**config.mk**
```make
export PLATFORM = sky130hd
export DESIGN_NAME = lpmr_ctrl
export DESIGN_NICKNAME = d
export VERILOG_FILES = /design/src/hw/rtl/lpmr_pkg.sv /design/src/hw/rtl/lpmr_ctrl.sv
export SDC_FILE = /design/constraint.sdc
export NUM_CORES = 1
export LEC_CHECK = 0
export ABC_AREA = 1
export BUFFER_PORTS_ARGS = -buffer_cell sky130_fd_sc_hd__buf_2
export CAP_MARGIN = 20
export CORE_MARGIN = 4
export CORE_UTILIZATION = 45
export CTS_CLUSTER_SIZE = 25
export DETAILED_ROUTE_END_ITERATION = 16
export GPL_TIMING_DRIVEN = 1
export PLACE_DENSITY = 0.66
export SLEW_MARGIN = 30
export SYNTH_ARGS = -nofsm -noshare
export SYNTH_HDL_FRONTEND = slang
export SYNTH_SLANG_ARGS = --single-unit
```
**constraint.sdc**
```tcl
create_clock -name clk -period 14.9 [get_ports clk]
set_clock_uncertainty 0.15 [all_clocks]
set_input_delay 2.98 -clock clk [delete_from_list [all_inputs] [get_ports clk]]
set_output_delay 2.98 -clock clk [all_outputs]
set_load 0.05 [all_outputs]
```
**src/hw/rtl/lpmr_pkg.sv**
```systemverilog
`timescale 1ns / 1ps

package lpmr_pkg;

	// Default sizing of the ring.
	localparam int BUFFER_BYTES_DEF = 4096;
	localparam int LEN_BYTES_DEF    = 4;

	// Field widths that the channels fix.
	localparam int KIND_W   = 2;
	localparam int LENGTH_W = 13;
	localparam int HEADER_W = 64;
	localparam int BYTE_W   = 8;
	localparam int STATUS_W = 2;
	localparam int HCFG_W   = 4;

	// Operation codes on the input channel.
	localparam logic [KIND_W-1:0] KIND_BEGIN_WRITE = 2'd0;
	localparam logic [KIND_W-1:0] KIND_WRITE_BYTE  = 2'd1;
	localparam logic [KIND_W-1:0] KIND_READ_HEADER = 2'd2;
	localparam logic [KIND_W-1:0] KIND_READ_BYTE   = 2'd3;

	// Status codes on the output channel.
	localparam logic [STATUS_W-1:0] STS_OK       = 2'd0;
	localparam logic [STATUS_W-1:0] STS_NO_SPACE = 2'd1;
	localparam logic [STATUS_W-1:0] STS_NO_MSG   = 2'd2;
	localparam logic [STATUS_W-1:0] STS_IGNORED  = 2'd3;

	// One result item.
	typedef struct packed {
		logic [STATUS_W-1:0] status;
		logic [HEADER_W-1:0] header_out;
		logic [LENGTH_W-1:0] body_length_out;
		logic [LENGTH_W-1:0] return_length;
		logic [BYTE_W-1:0]   data_out;
		logic                last;
	} res_t;

endpackage

```
**src/hw/rtl/lpmr_ctrl.sv**
```systemverilog
`timescale 1ns / 1ps

module lpmr_ctrl #(
	parameter int BUFFER_BYTES = lpmr_pkg::BUFFER_BYTES_DEF,
	parameter int LEN_BYTES    = lpmr_pkg::LEN_BYTES_DEF
) (
	input  logic                              clk,
	input  logic                              arst_n,
	input  logic                              cfg_we,
	input  logic [lpmr_pkg::HCFG_W-1:0]       cfg_wdata,
	input  logic                              in_valid,
	output logic                              in_ready,
	input  logic [lpmr_pkg::KIND_W-1:0]       kind,
	input  logic [lpmr_pkg::LENGTH_W-1:0]     body_length,
	input  logic [lpmr_pkg::HEADER_W-1:0]     header_value,
	input  logic [lpmr_pkg::BYTE_W-1:0]       data_byte,
	input  logic [lpmr_pkg::LENGTH_W-1:0]     read_limit,
	output logic                              res_valid,
	input  logic                              res_ready,
	output lpmr_pkg::res_t                    res,
	output logic                              mem_we,
	output logic [$clog2(BUFFER_BYTES)-1:0]   mem_waddr,
	output logic [lpmr_pkg::BYTE_W-1:0]       mem_wdata,
	output logic                              mem_re,
	output logic [$clog2(BUFFER_BYTES)-1:0]   mem_raddr,
	input  logic [lpmr_pkg::BYTE_W-1:0]       mem_rdata
);

	localparam int AW   = $clog2(BUFFER_BYTES);
	localparam int PW   = AW + 1;
	localparam int SPAN = 2 * BUFFER_BYTES;
	localparam int CW   = ((PW > 14) ? PW : 14) + 1;
	localparam int NSZ  = (LEN_BYTES < 2) ? LEN_BYTES : 2;
	localparam int WCW  = $clog2(LEN_BYTES + 16);
	localparam int TW   = $clog2(NSZ + 9);
	localparam int LW   = lpmr_pkg::LENGTH_W;

	typedef enum logic [5:0] {
		ST_IDLE  = 6'b000001,
		ST_WHDR  = 6'b000010,
		ST_RWALK = 6'b000100,
		ST_RCHK  = 6'b001000,
		ST_RBYTE = 6'b010000,
		ST_DONE  = 6'b100000
	} state_t;

	state_t                      state_q;
	logic [lpmr_pkg::HCFG_W-1:0] hdr_bytes_q;
	logic [PW-1:0]               wpos_q;
	logic [PW-1:0]               rpos_q;
	logic [LW-1:0]               wleft_q;
	logic [LW-1:0]               rleft_q;
	logic [LW-1:0]               skip_q;
	logic [WCW-1:0]              wcnt_q;
	logic [TW-1:0]               widx_q;
	logic                        rvld_s1;
	logic [TW-1:0]               rtag_s1;
	logic [LW-1:0]               blen_q;
	logic [lpmr_pkg::HEADER_W-1:0] hval_q;
	logic [LW-1:0]               limit_q;
	logic [15:0]                 size_acc_q;
	logic [lpmr_pkg::HEADER_W-1:0] hdr_acc_q;
	lpmr_pkg::res_t              res_q;

	logic          accept;
	logic [PW:0]   diff;
	logic [PW:0]   used_raw;
	logic [CW-1:0] used_c;
	logic [CW-1:0] avail;
	logic [CW-1:0] need_w;
	logic [CW-1:0] fixed_w;
	logic [CW-1:0] need_r;
	logic [LW-1:0] size_w;
	logic [LW-1:0] ret_w;
	logic          too_long;
	logic [3:0]    hn;
	logic [TW-1:0] total_w;
	logic          issue;
	logic [CW-1:0] walk_off;
	logic [WCW-1:0] wend;
	logic [WCW-1:0] hsel_w;
	logic [15:0]   blen16;
	logic [7:0]    hdr_byte;
	logic [PW-1:0] wpos_inc;
	logic [TW-1:0] hsel_r;

	// Store index of a ring position (positions run over twice the capacity).
	function automatic logic [AW-1:0] store_idx(input logic [PW-1:0] p);
		logic [PW-1:0] t;
		begin
			t = (p >= PW'(BUFFER_BYTES)) ? (p - PW'(BUFFER_BYTES)) : p;
			return t[AW-1:0];
		end
	endfunction

	// Ring position advanced by at most one span.
	function automatic logic [PW-1:0] pos_add(input logic [PW-1:0] p, input logic [CW-1:0] n);
		logic [CW:0] s;
		begin
			s = (CW+1)'(p) + (CW+1)'(n);
			if (s >= (CW+1)'(SPAN)) begin
				s = s - (CW+1)'(SPAN);
			end
			return s[PW-1:0];
		end
	endfunction

	assign in_ready  = (state_q == ST_IDLE);
	assign accept    = in_valid && in_ready;
	assign res_valid = (state_q == ST_DONE);
	assign res       = res_q;

	// Fill level and space checks.
	always_comb begin
		diff     = {1'b0, wpos_q} - {1'b0, rpos_q};
		used_raw = diff[PW] ? (diff + (PW+1)'(SPAN)) : diff;
		used_c   = (used_raw > (PW+1)'(BUFFER_BYTES)) ? CW'(BUFFER_BYTES) : CW'(used_raw);
		avail    = CW'(BUFFER_BYTES) - used_c;
		fixed_w  = CW'(LEN_BYTES) + CW'(hdr_bytes_q);
		need_w   = fixed_w + CW'(body_length);
		size_w   = size_acc_q[LW-1:0];
		need_r   = fixed_w + CW'(size_w);
		ret_w    = (size_w < limit_q) ? size_w : limit_q;
		too_long = (LEN_BYTES == 1) && (body_length[LW-1:8] != '0);
	end

	// Header walk: prefix bytes that carry the length, then up to eight header bytes.
	always_comb begin
		hn       = (hdr_bytes_q > 4'd8) ? 4'd8 : hdr_bytes_q;
		total_w  = TW'(NSZ) + TW'(hn);
		issue    = (state_q == ST_RWALK) && (widx_q != total_w);
		if (widx_q < TW'(NSZ)) begin
			walk_off = CW'(widx_q);
		end else begin
			walk_off = CW'(LEN_BYTES) + CW'(widx_q) - CW'(NSZ);
		end
		hsel_r   = rtag_s1 - TW'(NSZ);
	end

	// Byte to write while laying down the prefix and the header.
	always_comb begin
		wend     = WCW'(LEN_BYTES) + WCW'(hdr_bytes_q) - WCW'(1);
		hsel_w   = wcnt_q - WCW'(LEN_BYTES);
		blen16   = {3'b000, blen_q};
		if (wcnt_q < WCW'(LEN_BYTES)) begin
			hdr_byte = (wcnt_q < WCW'(2)) ? blen16[{wcnt_q[0], 3'b000} +: 8] : 8'd0;
		end else begin
			hdr_byte = (hsel_w < WCW'(8)) ? hval_q[{hsel_w[2:0], 3'b000} +: 8] : 8'd0;
		end
		wpos_inc = pos_add(wpos_q, CW'(1));
	end

	// Memory port control.
	always_comb begin
		mem_we    = (state_q == ST_WHDR) ||
			(accept && (kind == lpmr_pkg::KIND_WRITE_BYTE) && (wleft_q != '0));
		mem_waddr = store_idx(wpos_q);
		mem_wdata = (state_q == ST_WHDR) ? hdr_byte : data_byte;
		mem_re    = issue ||
			(accept && (kind == lpmr_pkg::KIND_READ_BYTE) && (rleft_q != '0));
		mem_raddr = store_idx(pos_add(rpos_q, (state_q == ST_RWALK) ? walk_off : '0));
	end

	// Control state, positions and counters.
	always_ff @(posedge clk or negedge arst_n) begin
		if (!arst_n) begin
			state_q     <= ST_IDLE;
			hdr_bytes_q <= '0;
			wpos_q      <= '0;
			rpos_q      <= '0;
			wleft_q     <= '0;
			rleft_q     <= '0;
			skip_q      <= '0;
			wcnt_q      <= '0;
			widx_q      <= '0;
			rvld_s1     <= 1'b0;
		end else begin
			if (cfg_we) begin
				hdr_bytes_q <= cfg_wdata;
			end
			rvld_s1 <= issue;
			case (state_q)
				ST_IDLE: begin
					if (accept) begin
						case (kind)
							lpmr_pkg::KIND_BEGIN_WRITE: begin
								if (wleft_q != '0 || too_long || need_w > avail) begin
									state_q <= ST_DONE;
								end else begin
									wleft_q <= body_length;
									wcnt_q  <= '0;
									state_q <= ST_WHDR;
								end
							end
							lpmr_pkg::KIND_WRITE_BYTE: begin
								if (wleft_q != '0) begin
									wpos_q  <= wpos_inc;
									wleft_q <= wleft_q - LW'(1);
								end
								state_q <= ST_DONE;
							end
							lpmr_pkg::KIND_READ_HEADER: begin
								if (rleft_q == '0 && used_c >= CW'(LEN_BYTES)) begin
									widx_q  <= '0;
									state_q <= ST_RWALK;
								end else begin
									state_q <= ST_DONE;
								end
							end
							lpmr_pkg::KIND_READ_BYTE: begin
								state_q <= (rleft_q != '0) ? ST_RBYTE : ST_DONE;
							end
							default: begin
								state_q <= ST_DONE;
							end
						endcase
					end
				end
				ST_WHDR: begin
					wpos_q <= wpos_inc;
					wcnt_q <= wcnt_q + WCW'(1);
					if (wcnt_q == wend) begin
						state_q <= ST_DONE;
					end
				end
				ST_RWALK: begin
					if (issue) begin
						widx_q <= widx_q + TW'(1);
					end else begin
						state_q <= ST_RCHK;
					end
				end
				ST_RCHK: begin
					if (used_c >= need_r) begin
						if (ret_w == '0) begin
							rpos_q <= pos_add(rpos_q, need_r);
						end else begin
							rpos_q  <= pos_add(rpos_q, fixed_w);
							rleft_q <= ret_w;
							skip_q  <= size_w - ret_w;
						end
					end
					state_q <= ST_DONE;
				end
				ST_RBYTE: begin
					rleft_q <= rleft_q - LW'(1);
					if (rleft_q == LW'(1)) begin
						rpos_q <= pos_add(rpos_q, CW'(skip_q) + CW'(1));
						skip_q <= '0;
					end else begin
						rpos_q <= pos_add(rpos_q, CW'(1));
					end
					state_q <= ST_DONE;
				end
				ST_DONE: begin
					if (res_ready) begin
						state_q <= ST_IDLE;
					end
				end
				default: begin
					state_q <= ST_IDLE;
				end
			endcase
		end
	end

	// Captured fields, gathered header bytes and the result under construction.
	always_ff @(posedge clk) begin
		rtag_s1 <= widx_q;
		if (rvld_s1) begin
			if (rtag_s1 < TW'(NSZ)) begin
				size_acc_q[{rtag_s1[0], 3'b000} +: 8] <= mem_rdata;
			end else begin
				hdr_acc_q[{hsel_r[2:0], 3'b000} +: 8] <= mem_rdata;
			end
		end
		case (state_q)
			ST_IDLE: begin
				if (accept) begin
					blen_q     <= body_length;
					hval_q     <= header_value;
					limit_q    <= read_limit;
					size_acc_q <= '0;
					hdr_acc_q  <= '0;
					res_q      <= '0;
					case (kind)
						lpmr_pkg::KIND_BEGIN_WRITE: begin
							if (wleft_q != '0) begin
								res_q.status <= lpmr_pkg::STS_IGNORED;
							end else if (too_long || need_w > avail) begin
								res_q.status <= lpmr_pkg::STS_NO_SPACE;
							end
						end
						lpmr_pkg::KIND_WRITE_BYTE: begin
							if (wleft_q == '0) begin
								res_q.status <= lpmr_pkg::STS_IGNORED;
							end
						end
						lpmr_pkg::KIND_READ_HEADER: begin
							if (rleft_q != '0) begin
								res_q.status <= lpmr_pkg::STS_IGNORED;
							end else if (used_c < CW'(LEN_BYTES)) begin
								res_q.status <= lpmr_pkg::STS_NO_MSG;
							end
						end
						lpmr_pkg::KIND_READ_BYTE: begin
							if (rleft_q == '0) begin
								res_q.status <= lpmr_pkg::STS_IGNORED;
							end
						end
						default: begin
							res_q.status <= lpmr_pkg::STS_IGNORED;
						end
					endcase
				end
			end
			ST_RCHK: begin
				if (used_c < need_r) begin
					res_q.status <= lpmr_pkg::STS_NO_MSG;
				end else begin
					res_q.header_out      <= hdr_acc_q;
					res_q.body_length_out <= size_w;
					res_q.return_length   <= ret_w;
				end
			end
			ST_RBYTE: begin
				res_q.data_out <= mem_rdata;
				res_q.last     <= (rleft_q == LW'(1));
			end
			default: begin
			end
		endcase
	end

endmodule

```
======== Word-level counts from Yosys, hierarchy flattened ========
Cells that the tools add are included.
storage, ports and cells
  bits of input ports ..................... 117
  logic and storage cells ................. 225
  memories ................................ 0
  flip-flop bits (word level) ............. 360
  memory bits (read-only) ................. 0
  memory bits (writable) .................. 0
  latch bits .............................. 0
  output and inout bits ................... 137
operators by class
  bitwise gates (word level) .............. 0
  muxes and demuxes ....................... 76
  reductions and logical operators ........ 35
  add/subtract/negate cells ............... 35
  shift operators ......................... 6
  equal/unequal tests ..................... 30
  div/mod/pow operators ................... 0
  multiply operators ...................... 0
  order comparisons ....................... 21
operators by type and width
  operator                                                                                number
  13-bit two-way mux                                                                      20
  64-bit two-way mux                                                                      4
  92-bit case mux with 2 select lines                                                     1
  13-bit case mux with 2 select lines                                                     5
  13-bit by 1-bit subtractor with 13-bit output (second input constant)                   8
  101-bit two-way mux                                                                     1
  90-bit two-way mux                                                                      1
  64-bit bitwise mux                                                                      1
  16-bit two-way mux                                                                      4
  8-bit by 8-bit variable shift with 64-bit output (first input constant)                 1
  64-bit by 7-bit indexed part select with 8-bit output                                   1
  8-bit by 8-bit indexed part select with 64-bit output                                   1
  13-bit by 1-bit adder with 14-bit output (second input constant)                        3
  14-bit greater-or-equal comparator (second input constant)                              3
  6-bit two-way mux                                                                       7
  13-bit logical NOT                                                                      3
  8-bit two-way mux                                                                       4
  13-bit by 14-bit adder with 15-bit output                                               2
  15-bit by 14-bit greater-or-equal comparator with 1-bit output (second input constant)  2
  15-bit two-way mux                                                                      2
  6-bit case mux with 5 select lines                                                      1
  5-bit by 13-bit adder with 14-bit output                                                2
  14-bit two-way mux                                                                      2
  13-bit greater-or-equal comparator (second input constant)                              2
  other kinds (67)                                                                        122

======== Depth between registers and ports, before layout ========
Gate-level depths: netlist of the first run.
  word-level depth ........................ 12
  mapped depth ............................ 36
  gate-level depth less buffers ........... 33

======== Worst setup path before layout of the first run ========
No wires, ideal clock.
  path type ............................... input -> register
  from .................................... input in_valid
  to ...................................... register res_q (netlist bit res[10]), enable pin
  arrival ................................. 8.127 ns
  path buffers ............................ 1
  cell stages on the path ................. 5
  setup time .............................. 0.444 ns
  setup slack ............................. 6.179 ns
  cells stage by stage .................... nand2_1 -> inv_1 -> clkbuf_1 -> o21ai_0 -> inv_1
between the ends
  longest elaborated chain between the ends .. 3
ends and longest elaborated chain
  element                                             line              text
  start: declaration                                  lpmr_ctrl.sv:11   input logic in_valid,
  1-bit logical AND                                   lpmr_ctrl.sv:109  assign accept = in_valid && in_ready;
  2-bit by 1-bit != test with 1-bit output (no line)  -
  3-bit AND reduction (no line)                       -
  end: declaration                                    lpmr_ctrl.sv:63   lpmr_pkg::res_t res_q;
No other way between the ends.
A chain may end at the register's enable or synchronous reset.

======== Worst setup path in the final report of the first run ========
  from .................................... input kind[0] (netlist name)
  to ...................................... output mem_we
between the ends
  longest elaborated chain between the ends .. 4
ends and longest elaborated chain
  element                                   line              text
  start: declaration                        lpmr_ctrl.sv:13   input logic [lpmr_pkg::KIND_W-1:0] kind,
  2-bit by 1-bit == test with 1-bit output  lpmr_ctrl.sv:156  (accept && (kind == lpmr_pkg::KIND_WRITE_BYTE) && (wleft_q != '0));
  1-bit logical AND (2 in a row)            lpmr_ctrl.sv:156
  1-bit logical OR                          lpmr_ctrl.sv:155  mem_we = (state_q == ST_WHDR) ||
  end: declaration                          lpmr_ctrl.sv:21   output logic mem_we,
No other way between the ends.

==> flow_summary.ini, run 1 <==
[grt]
overflow = 0
grt_pass1_vias = 16486
grt_max_degree = 93
antenna_found_initial = 5
grt_usage = 0.231
grt_pass1_wl_microns = 88700

[sta]
finalMaxSlewViolations = 0
relSlewSlack = 0.360
whs_ns = 0.306
fin_crit_sh = 0.539
hold_viol_final = 0
tns_ns = 0
max_freq_mhz = 124
rsz0062_at_grt = false
final.min_clock_period_ns = 8.03
setup_viol = 0
worst_pin_slew_ns = 0.960

[power_and_ir_drop]
internal_power_w = 0.00277
ir_drop_mv = 0.237
p_switching_w = 0.00263
p_seq_frac = 0.270
p_comb_frac = 0.543
power_density_nw_per_um2 = 231
switching_share = 0.487
clockPowerShare = 0.187
cellLeakagePower_nw = 10.6

[logic_synthesis]
yosys.area_share.xor_xnor = 0.0370
synth_common_cells = 359 x nand2_1, 317 x inv_1, 282 x nor2_1, 191 x edfxtp_1, 191 x o21ai_0
synth_fa_ha_area_frac = 0.0826
synth_nets = 2628
post_synth.cell_area_avg_sq_um = 8.54
synthArstFlopShare = 0.238
synth_area_leaders = edfxtp_1 28%, dfrtp_1 10%, dfxtp_1 8.0%, ha_1 7.6%, nand2_1 6.6%
syn_area_sq_um = 20300
synth_compound_area_frac = 0.127
yosys_warnings = 0
yosys.area.top_type = edfxtp_1
synth_most_common_cell = nand2_1
synth_cells = 2381
netlist-cell-type-count = 65
ys_ff_latch = 357
synth_top_family_by_area = simple AND/OR/NAND/NOR gates
yosys_most_used_dff = edfxtp_1
synth_edf_count = 191
synthSimpleGateAreaFrac = 0.198
synthMuxAreaShare = 0.00640
yosysSeqAreaShare = 0.466
yosysTopAreaCellShare = 0.282

[placement]
place.gp.congestion = 0.987
dp_hpwl_microns = 42800
numPortBuffers = 253

[drt]
dr.first_iter.drc_count = 1423
firstDrtPassIters = 5
wire_per_inst_microns = 17.9
wirelength_microns = 57700
vias = 17137
ant_nets = 0
drc = 0
vias_per_cell = 5.31

[critical_path]
crit_path_max_incr_delay_ns = 0.54
cpLargestDelayFamily = simple AND/OR/NAND/NOR gates
path_class = primary input to primary output
crit_slowest_cell = nor2_2
crit_chain = buf_2 -> inv_2 -> nor2_2 -> inv_1 -> or2_2 -> o21ai_4 -> buf_2
critPathRequiredTime_ns = 11.77
cp_common_cell = buf_2
crit_path_max_fanout = 21
critPathArrivalTime_ns = 4.90
cp-end-kind = primary output
path_buf_inv = 4
cp-start-kind = primary input

[clock_network]
hold_buffers = 0
cts_setup_buffers = 0
cts_buffers = 41
cts.sinks = 357
clock_tree.buffer_depth = 3
clockRootBuffer = clkbuf_16
cts_tree = built
cts-htree-levels = 2
clk_pin_slew_ns = 0.06
cts_resized = 0
clk_latency_ns = 0.57

[die]
rows = 77
die_width_microns = 221
start_util = 0.458
dieArea_sq_um = 48700
die_h_microns = 221
fp.coreArea_sq_um = 44400
ios = 254

[outcome]
status = finished, final reports clean

[final_layout]
area_growth_pct = 14.8
fillCellCount = 4206
largest_reg_flops = 101
drive_gt1_frac = 0.145
nets = 2849

[min_path]
hp-class = flip-flop to flip-flop

[flow_run]
max-cap-violations = 0
power by group through the flow:
stage	Combinational, W	Clock [W]	Sequential, W
after CTS	0.00294	0.00104	0.00146
after global placement	0.00287	0	0.00147
after global routing	0.00327	0.00108	0.00148
after detailed placement	0.00292	0	0.00147
after floorplan	0.00203	0	0.00165
final	0.00293	0.00101	0.00146
metrics by stage:
step                power, W  area (sq um)   util  worst slack, ns  cells
floorplan            0.00367         20300      -             6.18   2381
global placement     0.00434         22000  0.495             6.55   3151
detailed placement   0.00440         22000  0.495             6.87   3151
CTS                  0.00543         23300  0.525             6.86   3226
global route         0.00583         23400  0.526             6.65   3230
finish               0.00541         23400  0.526             6.87   3230
worst register-to-register path, cell delays in order, from the launching register on:
cell	delay (ns)
dfrtp_1	0.52
ha_1	0.28
fa_1	0.38
inv_1	0.16
nand3_1	0.14
nand2_2	0.12
nand2_2	0.06
nand2_2	0.07
nand2_1	0.06
nand2_2	0.07
xor2_2	0.27
inv_4	0.11
nand2_4	0.18
inv_1	0.14
a21oi_1	0.43
ha_1	0.24
nand2_1	0.06
o21ai_0	0.19
nand4_1	0.12
o211ai_1	0.10
inv_1	0.15
nand3_1	0.16
o21ai_0	0.14
clkinv_2	0.33
buf_4	0.76
kinds of logic (layout without fill, tap and decap cells):
family	count (synthesis)	in the layout
AND/OR/NAND/NOR	919	919
flip-flops	357	357
multiplexers	13	13
XOR/XNOR	85	85
adder cells (fa/ha/maj)	130	130
other	1	5
buffers and inverters	411	664
AO/OA/AOI/OAI	465	465
area by class of cell:
type	instances	area, sq um	area share
Multi-Input combinational cell	1613	9180	0.393
Clock buffer	61	1170	0.0503
Tap cell	592	741	0.0317
Inverter	325	1230	0.0525
Timing Repair Buffer	264	1360	0.0582
Sequential cell	357	9490	0.406
Clock inverter	14	175	0.00750
Antenna cell	4	10.0	0.000429
layer usage:
metal,routed length (microns),track usage
met1,24600,0.303
met2,27300,0.386
met3,3950,0.0439
met4,1880,0.0801
met5,12,0
path summary, 6_finish.rpt:
path,depth (start not counted),slack [ns],to,from
max,7,6.87,mem_we,kind[0]
min,2,0.31,hdr_acc_q[19]$_DFF_P_,hdr_acc_q[19]$_DFF_P_
max reg2reg,24,9.01,res[11]$_SDFFCE_PP0P_,rpos_q[0]$_DFFE_PN0P_
min reg2reg,2,0.31,hdr_acc_q[19]$_DFF_P_,hdr_acc_q[19]$_DFF_P_
max in group asynchronous,2,11.44,wcnt_q[1]$_DFFE_PN0P_,arst_n
min in group asynchronous,1,2.10,rleft_q[10]$_DFFE_PN0P_,arst_n
cells in the final DEF (no fill, tap or decap), types with 8 or more instances in the layout:
cell type and count:
a211oi_1 11, a21oi_1 172, a2bb2oi_1 10, buf_2 252, buf_4 10, clkbuf_1 16, clkbuf_16 44, dfrtp_1 83
dfxtp_1 81, edfxtp_1 191, ha_1 123, inv_1 315, mux2i_1 13, nand2_1 358, nand2_2 22, nand3_1 143
nand4_1 21, nor2_1 281, nor3_1 55, o211ai_1 8, o21ai_0 191, o21ai_1 16, o221ai_1 14, xnor2_1 17
xor2_1 67
No activity file was read; power rests on OpenSTA's default activity.
==> run 2, diff against run 1 <==
==> constraint.sdc (replaced) <==
create_clock -name clk -period 7.4 [get_ports clk]
set_clock_uncertainty 0.15 [all_clocks]
set_input_delay 1.48 -clock clk [delete_from_list [all_inputs] [get_ports clk]]
set_output_delay 1.48 -clock clk [all_outputs]
set_load 0.05 [all_outputs]
==> flow_summary.ini, run 2 (synthesized netlist as in run 1, its figures left out) <==
[die]
die_width_microns = 221
fp.coreArea_sq_um = 44400
start_util = 0.458
dieArea_sq_um = 48700
die_h_microns = 221
rows = 77
ios = 254

[critical_path]
cp-end-kind = primary output
crit_chain = nor2_1 -> inv_1 -> nor4_1 -> inv_1 -> nor3_1 -> inv_1 -> fa_1 -> nor2_1 -> a211oi_1 -> o21ai_0 -> nand2_1 -> nor3_1 -> xor2_1 -> buf_2
path_buf_inv = 4
crit_slowest_cell = nor3_1
critPathArrivalTime_ns = 4.51
critPathRequiredTime_ns = 5.77
cp_common_cell = inv_1
crit_path_max_incr_delay_ns = 0.58
cp-start-kind = flip-flop
cpLargestDelayFamily = simple AND/OR/NAND/NOR gates
crit_path_max_fanout = 8
reg2reg_from = wpos_q[0]$_DFFE_PN0P_
crit_start = state_q[4]$_DFFE_PN0P_
path_class = flip-flop to primary output

[placement]
place.gp.congestion = 0.982
dp_hpwl_microns = 44300
numPortBuffers = 253

[sta]
max_freq_mhz = 163
rsz0062_at_grt = false
setup_viol = 0
hold_viol_final = 0
finalMaxSlewViolations = 0
relSlewSlack = 0.373
final.min_clock_period_ns = 6.14
fin_crit_sh = 0.830
worst_pin_slew_ns = 0.916
whs_ns = 0.303
tns_ns = 0

[grt]
grt_pass1_wl_microns = 90300
grt_pass1_vias = 16660
overflow = 0
grt_usage = 0.236
grt_max_degree = 93
antenna_found_initial = 4

[final_layout]
layout_commonest_cell = nand2_1
fin_util = 0.526
ff_latch_area_sq_um = 9490
area_growth_pct = 14.9
drive_gt1_frac = 0.150
largest_reg_flops = 101
multi_input_area_sq_um = 9180
most-common-layout-cells = 358 x nand2_1, 315 x inv_1, 282 x nor2_1, 252 x buf_2
nets = 2854
fillCellCount = 4126

[clock_network]
cts_setup_buffers = 0
clockRootBuffer = clkbuf_16
hold_buffers = 0
clock_tree.buffer_depth = 3
clk_latency_ns = 0.57
cts_resized = 0
clk_pin_slew_ns = 0.06
cts.sinks = 357
cts_buffers = 41
cts_tree = built
cts-htree-levels = 2

[drt]
wire_per_inst_microns = 18.3
dr.first_iter.drc_count = 1286
vias_per_cell = 5.33
drc = 0
m1WireLength_microns = 25100
met3_length_microns = 4170
ant_nets = 0
wirelength_microns = 59100
routed-wl-met2_microns = 27800
vias = 17227
firstDrtPassIters = 5
top_layer = met5

[min_path]
hold_start = hdr_acc_q[38]$_DFF_P_
hp-class = flip-flop to flip-flop

[outcome]
status = finished, final reports clean

[power_and_ir_drop]
power_density_nw_per_um2 = 467
ir_drop_mv = 0.296
cellLeakagePower_nw = 10.6

[flow_run]
max-cap-violations = 0
-- run 2: cell types whose count changed in the layout (fill, tap and decap cells not counted), moves of 2 or more --
| cell | delta |
|---|---|
| clkbuf_16 | -2 |
| clkinvlp_4 | +4 |
| clkbuf_1 | -11 |
| diode_2 | -3 |
| clkbuf_8 | +4 |
| buf_4 | +6 |
| clkinv_2 | +4 |
-- run 2: path summary, 6_finish.rpt --
check | endpoint | slack (ns) | cells after the start
worst max-delay path | mem_raddr[10] | 1.26 | 14
min in group asynchronous | rleft_q[10]$_DFFE_PN0P_ | 0.77 | 1
max in group asynchronous | rpos_q[10]$_DFFE_PN0P_ | 5.25 | 2
worst min-delay path | hdr_acc_q[38]$_DFF_P_ | 0.30 | 2
worst min register to register | hdr_acc_q[38]$_DFF_P_ | 0.30 | 2
worst max register to register | res[64]$_SDFFCE_PP0P_ | 1.55 | 25
-- run 2: worst min-delay path: cells and delay by family, from the launching register on --
kind / cells / cell delay (ns)
compound gates: 1 / 0.05
buf+inv: 1 / 0.06
flops: 1 / 0.29
-- run 2: cell type report --
| type | count | area share |
|---|---|---|
| Clock inverter | 23 | 0.00889 |
| Timing Repair Buffer | 269 | 0.0596 |
| Antenna cell | 1 | 0.000107 |
| Multi-Input combinational cell | 1613 | 0.393 |
| Clock buffer | 52 | 0.0487 |
| Inverter | 325 | 0.0525 |
| Tap cell | 592 | 0.0317 |
| Sequential cell | 357 | 0.406 |
-- run 2: per-layer routing --
metal  global-route usage  up-vias
met4               0.0907        6
met1                0.304     8126
met5                    0        -
li1                     -     8437
met3               0.0479      118
met2                0.394      540
-- run 2: power by group --
| part | internal [W] | total, W | leakage, nW | switching (W) |
|---|---|---|---|---|
| clock | 0.00117 | 0.00202 | 0.645 | 0.000847 |
| combinational | 0.00178 | 0.00597 | 6.40 | 0.00419 |
| sequential | 0.00259 | 0.00294 | 3.58 | 0.000342 |
| total | 0.00554 | 0.0109 | 10.6 | 0.00537 |
-- run 2: through the flow --
step | instances | total power, W | setup WS [ns] | cell area, sq um
floorplan | 2381 | 0.00740 | 0.179 | 20300
global placement | 3156 | 0.00880 | 1.69 | 22000
detailed placement | 3156 | 0.00888 | 1.56 | 22000
CTS | 3231 | 0.0110 | 1.26 | 23400
global route | 3232 | 0.0118 | 0.903 | 23400
finish | 3232 | 0.0109 | 1.26 | 23400
